File: src/sv/mpcls_pkg.sv
// Shared constants, types and widths for the masked path count launch sizer.
// No dependencies; imported by mpcls_div and masked_path_count_launch_sizer.
package mpcls_pkg;

   localparam int MAX_WALK  = 20;
   localparam int MAX_ROWS  = 28;
   localparam int HSIZE     = MAX_WALK + 3;   // height slots 0..22
   localparam int HW        = $clog2(HSIZE);  // height counter width
   localparam int HC_W      = 32;             // free walk counts, up to 3^20
   localparam int LC_W      = 21;             // masked walk counts, up to 2^20
   localparam int PATH_W    = 52;
   localparam int GRP_W     = 16;
   localparam int THR_W     = 11;
   localparam int LEN_W     = 5;
   localparam int MASK_W    = 20;
   localparam int QREM_W    = GRP_W + THR_W;  // remainder width of divider

   localparam logic [GRP_W-1:0] SAT16 = 16'hFFFF;

   // register indexes
   localparam logic [1:0] REG_LOW_BITS = 2'd0;
   localparam logic [1:0] REG_HIGH_LEN = 2'd1;
   localparam logic [1:0] REG_THREADS  = 2'd2;

   typedef enum logic [2:0] {
      ST_IDLE,
      ST_SWEEP,
      ST_MUL,
      ST_DENSE,
      ST_ROW_ADV,
      ST_ROW_DIV,
      ST_OUT
   } state_type;

endpackage

File: src/sv/masked_path_count_launch_sizer.sv
// Top level of the masked path count launch sizer: sequencer, count rings,
// multiplier/accumulator and output register. Depends on mpcls_pkg, mpcls_div.
//
// Usage:
//   req_ carries one occupancy mask per word (tdata[19:0]). For each mask the
//   block returns W = low_bits + high_len + 1 words on rsp_, rows 1..W, with
//   tlast on row W. An invalid size (W outside 4..28, a length outside 1..20,
//   or threads of 0) gives one word with tuser set, tlast set, data zero.
//   csr_ writes the three size registers; write only while idle.
// Sequencing:
//   One mask at a time; req_tready is high only while idle.
//   Path counting: max(low_bits, high_len) passes over the 23 height slots,
//   one height per cycle through the shared update adder pair.
//   Products: slot by slot through one 32x21 multiplier and the accumulator.
//   Each ceiling division runs in mpcls_div (one quotient bit per cycle);
//   one for the dense total, then one per row, after a step of the prefix
//   ring in ST_ROW_ADV; each row word then passes through the output register.
// Reset: sync, active high; registers return to 14 / 13 / 256, block idle.
// Stall: a row word stays in the output register until rsp_tready; the
//   sequencer holds and nothing is dropped.
module masked_path_count_launch_sizer (
   input  logic         clock,
   input  logic         reset,
   // req_tdata: occupancy_mask[19:0], zero pad [23:20]
   input  logic         req_tvalid,
   output logic         req_tready,
   input  logic [23:0]  req_tdata,
   // rsp_tdata: row_index[4:0], row_groups[20:5], row_cut[21],
   //            dense_groups[37:22], block_paths[89:38], zero pad [95:90]
   output logic         rsp_tvalid,
   input  logic         rsp_tready,
   output logic [95:0]  rsp_tdata,
   output logic         rsp_tlast,   // last_row
   output logic         rsp_tuser,   // config_error
   input  logic         csr_we,
   input  logic [1:0]   csr_index,
   input  logic [10:0]  csr_wdata
);
   import mpcls_pkg::*;

   state_type state_ff, state_in;

   // size registers
   logic [LEN_W-1:0] low_ff, low_in;
   logic [LEN_W-1:0] high_ff, high_in;
   logic [THR_W-1:0] thr_ff, thr_in;

   // count rings: slot 0 is the height being updated this cycle
   logic [HC_W-1:0]   hc_ff [0:HSIZE-1];
   logic [HC_W-1:0]   hc_in [0:HSIZE-1];
   logic [LC_W-1:0]   lc_ff [0:HSIZE-1];
   logic [LC_W-1:0]   lc_in [0:HSIZE-1];
   logic [PATH_W-1:0] pf_ff [0:HSIZE-1];
   logic [PATH_W-1:0] pf_in [0:HSIZE-1];
   logic [HC_W-1:0]   hprev_ff, hprev_in;   // old count one height below
   logic [LC_W-1:0]   lprev_ff, lprev_in;

   logic [MASK_W-1:0] mask_ff, mask_in;
   logic [LEN_W-1:0]  pass_ff, pass_in;
   logic [LEN_W-1:0]  npass_ff, npass_in;
   logic [HW-1:0]     h_ff, h_in;
   logic [PATH_W-1:0] prod_ff, prod_in;
   logic [PATH_W-1:0] acc_ff, acc_in;
   logic [GRP_W-1:0]  dense_ff, dense_in;
   logic [LEN_W-1:0]  row_ff, row_in;
   logic [LEN_W:0]    rows_ff, rows_in;

   // output register
   logic              ov_ff, ov_in;
   logic [95:0]       od_ff, od_in;
   logic              olast_ff, olast_in;
   logic              oerr_ff, oerr_in;

   // divider
   logic              div_start;
   logic [PATH_W-1:0] div_n;
   logic              div_done;
   logic [GRP_W-1:0]  div_q;

   logic [LEN_W:0]    w_sum;
   logic              cfg_bad;
   logic [HC_W-1:0]   hc_next_up;
   logic [HC_W-1:0]   hc_new;
   logic [LC_W-1:0]   lc_next_up;
   logic [LC_W-1:0]   lc_new;
   logic [PATH_W-1:0] acc_sum;
   logic [HC_W+LC_W-1:0] mul_full;   // full product, always below 2^52
   logic              row_cut;

   mpcls_div u_div (
      .clock    (clock),
      .reset    (reset),
      .start    (div_start),
      .dividend (div_n),
      .divisor  (thr_ff),
      .done     (div_done),
      .quotient (div_q)
   );

   always_comb begin
      w_sum   = (LEN_W+1)'(low_ff) + (LEN_W+1)'(high_ff) + (LEN_W+1)'(1);
      cfg_bad = (low_ff < LEN_W'(1)) || (low_ff > LEN_W'(MAX_WALK)) ||
                (high_ff < LEN_W'(1)) || (high_ff > LEN_W'(MAX_WALK)) ||
                (w_sum < (LEN_W+1)'(4)) || (w_sum > (LEN_W+1)'(MAX_ROWS)) ||
                (thr_ff == '0);

      // free walk: stay, down, up; top slot has no neighbor above
      hc_next_up = (h_ff != HW'(HSIZE-1)) ? hc_ff[1] : '0;
      hc_new     = (pass_ff < high_ff) ? (hprev_ff + hc_ff[0] + hc_next_up) : hc_ff[0];

      // masked walk: heights above low_bits+1 stay empty
      lc_next_up = (h_ff != HW'(HSIZE-1)) ? lc_ff[1] : '0;
      if (pass_ff >= low_ff) begin
         lc_new = lc_ff[0];
      end else if ((LEN_W+1)'(h_ff) > (LEN_W+1)'(low_ff) + (LEN_W+1)'(1)) begin
         lc_new = '0;
      end else if (mask_ff[0]) begin
         lc_new = lprev_ff + lc_next_up;
      end else begin
         lc_new = lc_ff[0];
      end

      mul_full = hc_ff[0] * lc_ff[0];
      acc_sum  = acc_ff + prod_ff;
      row_cut  = div_q < dense_ff;
   end

   always_comb begin
      state_in  = state_ff;
      low_in    = low_ff;
      high_in   = high_ff;
      thr_in    = thr_ff;
      hc_in     = hc_ff;
      lc_in     = lc_ff;
      pf_in     = pf_ff;
      hprev_in  = hprev_ff;
      lprev_in  = lprev_ff;
      mask_in   = mask_ff;
      pass_in   = pass_ff;
      npass_in  = npass_ff;
      h_in      = h_ff;
      prod_in   = prod_ff;
      acc_in    = acc_ff;
      dense_in  = dense_ff;
      row_in    = row_ff;
      rows_in   = rows_ff;
      ov_in     = ov_ff;
      od_in     = od_ff;
      olast_in  = olast_ff;
      oerr_in   = oerr_ff;
      div_start = 1'b0;
      div_n     = acc_ff;

      if (csr_we) begin
         unique case (csr_index)
            REG_LOW_BITS: low_in  = csr_wdata[LEN_W-1:0];
            REG_HIGH_LEN: high_in = csr_wdata[LEN_W-1:0];
            REG_THREADS:  thr_in  = csr_wdata;
            default: ;
         endcase
      end

      unique case (state_ff)
         ST_IDLE: begin
            if (req_tvalid) begin
               if (cfg_bad) begin
                  ov_in    = 1'b1;
                  od_in    = '0;
                  olast_in = 1'b1;
                  oerr_in  = 1'b1;
                  state_in = ST_OUT;
               end else begin
                  for (int i = 0; i < HSIZE; i++) begin
                     hc_in[i] = '0;
                     lc_in[i] = '0;
                  end
                  hc_in[1] = HC_W'(1);
                  lc_in[0] = LC_W'(1);
                  hprev_in = '0;
                  lprev_in = '0;
                  mask_in  = req_tdata[MASK_W-1:0];
                  pass_in  = '0;
                  npass_in = (low_ff > high_ff) ? low_ff : high_ff;
                  h_in     = '0;
                  rows_in  = w_sum;
                  state_in = ST_SWEEP;
               end
            end
         end

         ST_SWEEP: begin
            for (int i = 0; i < HSIZE - 1; i++) begin
               hc_in[i] = hc_ff[i+1];
               lc_in[i] = lc_ff[i+1];
            end
            hc_in[HSIZE-1] = hc_new;
            lc_in[HSIZE-1] = lc_new;
            if (h_ff == HW'(HSIZE-1)) begin
               hprev_in = '0;
               lprev_in = '0;
               h_in     = '0;
               mask_in  = mask_ff >> 1;
               pass_in  = pass_ff + LEN_W'(1);
               if (pass_ff + LEN_W'(1) == npass_ff) begin
                  acc_in   = '0;
                  state_in = ST_MUL;
               end
            end else begin
               hprev_in = hc_ff[0];
               lprev_in = lc_ff[0];
               h_in     = h_ff + HW'(1);
            end
         end

         ST_MUL: begin
            // slot h multiplies; the product of slot h-1 accumulates
            if (h_ff != HW'(HSIZE)) begin
               prod_in = mul_full[PATH_W-1:0];
               for (int i = 0; i < HSIZE - 1; i++) begin
                  hc_in[i] = hc_ff[i+1];
                  lc_in[i] = lc_ff[i+1];
               end
               hc_in[HSIZE-1] = hc_ff[0];
               lc_in[HSIZE-1] = lc_ff[0];
            end
            if (h_ff != '0) begin
               if ((LEN_W+1)'(h_ff - HW'(1)) <= (LEN_W+1)'(high_ff) + (LEN_W+1)'(1)) begin
                  acc_in = acc_sum;
               end
               for (int i = 0; i < HSIZE - 1; i++) begin
                  pf_in[i] = pf_ff[i+1];
               end
               pf_in[HSIZE-1] = ((LEN_W+1)'(h_ff - HW'(1)) <=
                                 (LEN_W+1)'(high_ff) + (LEN_W+1)'(1)) ? acc_sum : acc_ff;
            end
            if (h_ff == HW'(HSIZE)) begin
               div_start = 1'b1;
               div_n     = acc_sum;
               state_in  = ST_DENSE;
            end else begin
               h_in = h_ff + HW'(1);
            end
         end

         ST_DENSE: begin
            if (div_done) begin
               dense_in = div_q;
               row_in   = LEN_W'(1);
               state_in = ST_ROW_ADV;
            end
         end

         ST_ROW_ADV: begin
            // ring head walks up to prefix[high_len+1] and then stays
            if ((LEN_W+1)'(row_ff) <= (LEN_W+1)'(high_ff) + (LEN_W+1)'(1)) begin
               for (int i = 0; i < HSIZE - 1; i++) begin
                  pf_in[i] = pf_ff[i+1];
               end
               pf_in[HSIZE-1] = pf_ff[0];
               div_n = pf_ff[1];
            end else begin
               div_n = pf_ff[0];
            end
            div_start = 1'b1;
            state_in  = ST_ROW_DIV;
         end

         ST_ROW_DIV: begin
            if (div_done) begin
               ov_in    = 1'b1;
               od_in    = {6'd0, acc_ff, dense_ff, row_cut, div_q, row_ff};
               olast_in = ((LEN_W+1)'(row_ff) == rows_ff);
               oerr_in  = 1'b0;
               state_in = ST_OUT;
            end
         end

         ST_OUT: begin
            if (rsp_tready) begin
               ov_in = 1'b0;
               if (olast_ff) begin
                  state_in = ST_IDLE;
               end else begin
                  row_in   = row_ff + LEN_W'(1);
                  state_in = ST_ROW_ADV;
               end
            end
         end

         default: state_in = ST_IDLE;
      endcase
   end

   always_ff @(posedge clock) begin
      if (reset) begin
         state_ff <= ST_IDLE;
         low_ff   <= LEN_W'(14);
         high_ff  <= LEN_W'(13);
         thr_ff   <= THR_W'(256);
         ov_ff    <= 1'b0;
      end else begin
         state_ff <= state_in;
         low_ff   <= low_in;
         high_ff  <= high_in;
         thr_ff   <= thr_in;
         ov_ff    <= ov_in;
      end
      hc_ff    <= hc_in;
      lc_ff    <= lc_in;
      pf_ff    <= pf_in;
      hprev_ff <= hprev_in;
      lprev_ff <= lprev_in;
      mask_ff  <= mask_in;
      pass_ff  <= pass_in;
      npass_ff <= npass_in;
      h_ff     <= h_in;
      prod_ff  <= prod_in;
      acc_ff   <= acc_in;
      dense_ff <= dense_in;
      row_ff   <= row_in;
      rows_ff  <= rows_in;
      od_ff    <= od_in;
      olast_ff <= olast_in;
      oerr_ff  <= oerr_in;
   end

   assign req_tready = (state_ff == ST_IDLE);
   assign rsp_tvalid = ov_ff;
   assign rsp_tdata  = od_ff;
   assign rsp_tlast  = olast_ff;
   assign rsp_tuser  = oerr_ff;

endmodule

File: src/sv/mpcls_div.sv
// Iterative ceiling divider, one quotient bit per cycle, saturating at 65535.
// Depends on mpcls_pkg.
module mpcls_div (
   input  logic                          clock,
   input  logic                          reset,
   input  logic                          start,
   input  logic [mpcls_pkg::PATH_W-1:0]  dividend,
   input  logic [mpcls_pkg::THR_W-1:0]   divisor,
   output logic                          done,
   output logic [mpcls_pkg::GRP_W-1:0]   quotient
);
   import mpcls_pkg::*;

   logic              active_ff, active_in;
   logic              done_ff, done_in;
   logic [4:0]        cnt_ff, cnt_in;
   logic [QREM_W-1:0] rem_ff, rem_in;
   logic [QREM_W-1:0] d_ff, d_in;
   logic [GRP_W-1:0]  q_ff, q_in;
   logic [GRP_W-1:0]  res_ff, res_in;

   logic [PATH_W-1:0] nm1;
   logic [PATH_W-1:0] sat_lim;
   logic [GRP_W-1:0]  q_step;
   logic [QREM_W-1:0] rem_step;

   always_comb begin
      nm1     = dividend - PATH_W'(1);
      // t * 65535 = (t << 16) - t
      sat_lim = (PATH_W'(divisor) << GRP_W) - PATH_W'(divisor);
      if (rem_ff >= d_ff) begin
         rem_step = rem_ff - d_ff;
         q_step   = {q_ff[GRP_W-2:0], 1'b1};
      end else begin
         rem_step = rem_ff;
         q_step   = {q_ff[GRP_W-2:0], 1'b0};
      end

      active_in = active_ff;
      done_in   = 1'b0;
      cnt_in    = cnt_ff;
      rem_in    = rem_ff;
      d_in      = d_ff;
      q_in      = q_ff;
      res_in    = res_ff;

      if (start) begin
         if (dividend == '0) begin
            res_in  = '0;
            done_in = 1'b1;
         end else if (nm1 >= sat_lim) begin
            res_in  = SAT16;
            done_in = 1'b1;
         end else begin
            rem_in    = nm1[QREM_W-1:0];
            d_in      = QREM_W'(divisor) << (GRP_W - 1);
            q_in      = '0;
            cnt_in    = 5'(GRP_W);
            active_in = 1'b1;
         end
      end else if (active_ff) begin
         rem_in = rem_step;
         q_in   = q_step;
         d_in   = d_ff >> 1;
         cnt_in = cnt_ff - 5'd1;
         if (cnt_ff == 5'd1) begin
            active_in = 1'b0;
            done_in   = 1'b1;
            res_in    = q_step + GRP_W'(1);
         end
      end
   end

   always_ff @(posedge clock) begin
      if (reset) begin
         active_ff <= 1'b0;
         done_ff   <= 1'b0;
      end else begin
         active_ff <= active_in;
         done_ff   <= done_in;
      end
      cnt_ff <= cnt_in;
      rem_ff <= rem_in;
      d_ff   <= d_in;
      q_ff   <= q_in;
      res_ff <= res_in;
   end

   assign done     = done_ff;
   assign quotient = res_ff;

endmodule

File: config.mk
export PLATFORM = sky130hd
export DESIGN_NAME = masked_path_count_launch_sizer
export DESIGN_NICKNAME = d
export VERILOG_FILES = /design/src/sv/mpcls_pkg.sv /design/src/sv/masked_path_count_launch_sizer.sv /design/src/sv/mpcls_div.sv
export SDC_FILE = /design/constraint.sdc
export NUM_CORES = 2
export LEC_CHECK = 0
export BUFFER_PORTS_ARGS = -buffer_cell sky130_fd_sc_hd__buf_4
export CAP_MARGIN = 20
export CORE_MARGIN = 1.5
export CORE_UTILIZATION = 57
export DETAILED_ROUTE_END_ITERATION = 12
export GPL_TIMING_DRIVEN = 0
export PLACE_DENSITY = 0.78
export SLEW_MARGIN = 10
export SYNTH_ARGS = -nofsm -noshare
export SYNTH_HDL_FRONTEND = slang
export SYNTH_SLANG_ARGS = --single-unit
File: constraint.sdc
create_clock -name clock -period 63.8 [get_ports clock]
set_clock_uncertainty 0.2 [all_clocks]
set_input_delay 6.38 -clock clock [delete_from_list [all_inputs] [get_ports clock]]
set_output_delay 6.38 -clock clock [all_outputs]
set_load 0.005 [all_outputs]
==> flow_metrics.tcl <==
set metrics [dict create \
    fp-row-count 177 \
    port_buffers 130 \
    synthTopCellsByArea "edfxtp_1, fa_1, and2_1" \
    chipHeight_um 486 \
    critPathMostFrequentCell "ha_1" \
    hold_depth 0 \
    syn_area_per_cell_sq_um 14.0 \
    die_w_um 486 \
    post_dp_cell_area_sq_mm 0.141 \
    core_sq_mm 0.232 \
    drive_gt1_frac 0.0739 \
    grtUsageMet2 0.456 \
    cts_made_buffers 296 \
    detail-route-antenna-nets 0 \
    finalCriticalPeriod_ps 12580 \
    grt-ovfl-total 0 \
    drtIter0Drc 8159 \
    rsz0062_at_grt "no" \
    async_reset_ff_frac 0 \
    crit_required_ps 64140 \
    ys_types 110 \
    yosysMostFrequentCell "edfxtp_1" \
    post-synth-top-area-cell "edfxtp_1" \
    synthTopCellsByCount "edfxtp_1, and2_1, nand2_1" \
    grt_pass1_wl_um 496000 \
    post-route-drc-count 0 \
    vias 77000 \
    fmax_mhz 79.5 \
    end_kind "flip-flop" \
    insertion_delay_ps 950 \
    synth_top_area_frac 0.635 \
    gr-usage-met3 0.0452 \
    use_met1 0.390 \
    top_usage_layer "met2" \
    status "finished, final reports clean" \
    grt_pass1_vias 77600 \
    initial_utilization 0.573 \
    cp_max_fo 27 \
    wl_per_cell_um 25.1 \
    finalWorstSetupSlack_ps 51220 \
    tightest_slew_ps 1220 \
    synth_seq_cells 2842 \
    post_cts_buffers 0 \
    top_level_ports 142 \
    grt_max_degree 31 \
    synth_edf_count 2815 \
    synth_area_sq_mm 0.133 \
    yosysSeqAreaShare 0.639 \
    cts_root_buf "clkbuf_16" \
    synth_ff_type "edfxtp_1" \
    routabilityCongestion 0.956 \
    die-area_sq_mm 0.236 \
    path_clk_slew_ps 60 \
    area_growth_pct 12.7 \
    start_kind "flip-flop" \
    pre_cts_slack_ps 50960 \
    cts.sink_count 2842 \
    synthCells 9482 \
    finalWirelength_um 335000 \
    cts_hold_buf 0 \
    slew_headroom 0.184 \
    worstHoldPathType "flip-flop to flip-flop" \
    utilization 0.646 \
    worst_ep_arrival_time_ps 12930 \
    clockBufferDepth 4 \
    firstDrtPassIters 7 \
    fin_tns_setup_ps 0 \
    synth_warnings 0 \
    htreeDepth 5 \
    design_area_sq_mm 0.150 \
    hold_viol 0 \
    slew_viol_final 0 \
    grt.total_usage 0.285 \
    critical_path_class "flip-flop to flip-flop" \
    layout.nets 11100 \
    setup_violations 0 \
    fin_crit_sh 0.197 \
    cp_slowest_cell "o41a_1" \
    cap_violations 0 \
    ctsResizeCount 0 \
    vias_per_cell 5.77 \
    worstRegToRegCells 35 \
    cts_tree "built" \
    cpPeakStageDelay_ps 790 \
    hpwl_um 241000 \
    antenna_found_initial 23 \
]
-- stage by stage --
| stage | instances | hold WS (ps) |
|---|---|---|
| 3_3_place_gp | 12700 | 200 |
| 6_report | 13300 | 146 |
| 5_1_grt | 13300 | 140 |
| 2_1_floorplan | 9511 | 200 |
| 3_5_place_dp | 12800 | 205 |
| 4_1_cts | 13300 | 136 |
-- critical path, delay by kind of cell, from the launching register on --
family	cells	cell delay, ps
AOI/OAI and AO/OA	12	5010
buffers and inverters	8	2520
and+or+nand+nor	8	1590
adders and majority gates	4	1190
xor gates and xnor gates	2	880
DFF	1	550
muxes	1	190
-- layer usage --
layer  share of wire  routed length [um]
met4           0.047               15700
met2            0.47              158000
met3           0.076               25300
met1            0.40              135000
met5         0.00019                  62
-- logic make-up after synthesis --
family	Yosys count	share of synthesized area
AOI/OAI and AO/OA	1010	0.0486
buffers and inverters	1115	0.0322
other	2	0.0000564
DFF	2842	0.639
and+or+nand+nor	3161	0.128
xor gates and xnor gates	268	0.0176
muxes	80	0.00613
adders and majority gates	1004	0.128
-- area by class of cell --
class	count	area [sq um]
antenna	12	30.0
sequential	2842	85100
timing repair buffer	262	3870
buffer	450	1790
inverter	665	2500
clock buffer	359	7710
multi-input combinational	5554	43900
tap	3043	3810
fill	16100	82300
clock inverter	151	1320
-- worst paths after layout --
path | end | start | slack (ps)
max | u_div.rem_ff[12] | high_ff[0] | 51220
min | pf_ff[595] | pf_ff[543] | 150
max reg2reg | u_div.rem_ff[12] | high_ff[0] | 51220
min reg2reg | pf_ff[595] | pf_ff[543] | 150
-- flip-flops by register name, summed over array words and instances, names as in the netlist, 20 cells and up --
name / cells
pf_ff: 1196
hc_ff: 736
lc_ff: 483
rsp_tdata: 90
acc_ff: 52
prod_ff: 52
hprev_ff: 32
u_div.rem_ff: 27
u_div.d_ff: 26
lprev_ff: 21
mask_ff: 20
-- cell usage in the layout, fill, tap and decap left out, types with 64 or more instances in the layout --
cell       instances
fa_1             602
clkbuf_1         444
clkinv_1          65
ha_1             402
and3_1            78
inv_1            665
a21o_1            95
nand3_1           68
xor2_1           101
o21ai_0          232
clkbuf_16        299
nand2_1          807
and2_1          1547
nand4_1           64
edfxtp_1        2815
mux2i_1           68
a21oi_1          314
nor2_1           345
xnor2_1          167
buf_4            148
Power is left out: the tool's default activity adds up to more than one toggle a clock period on the data nets, which glitch-free logic cannot reach.
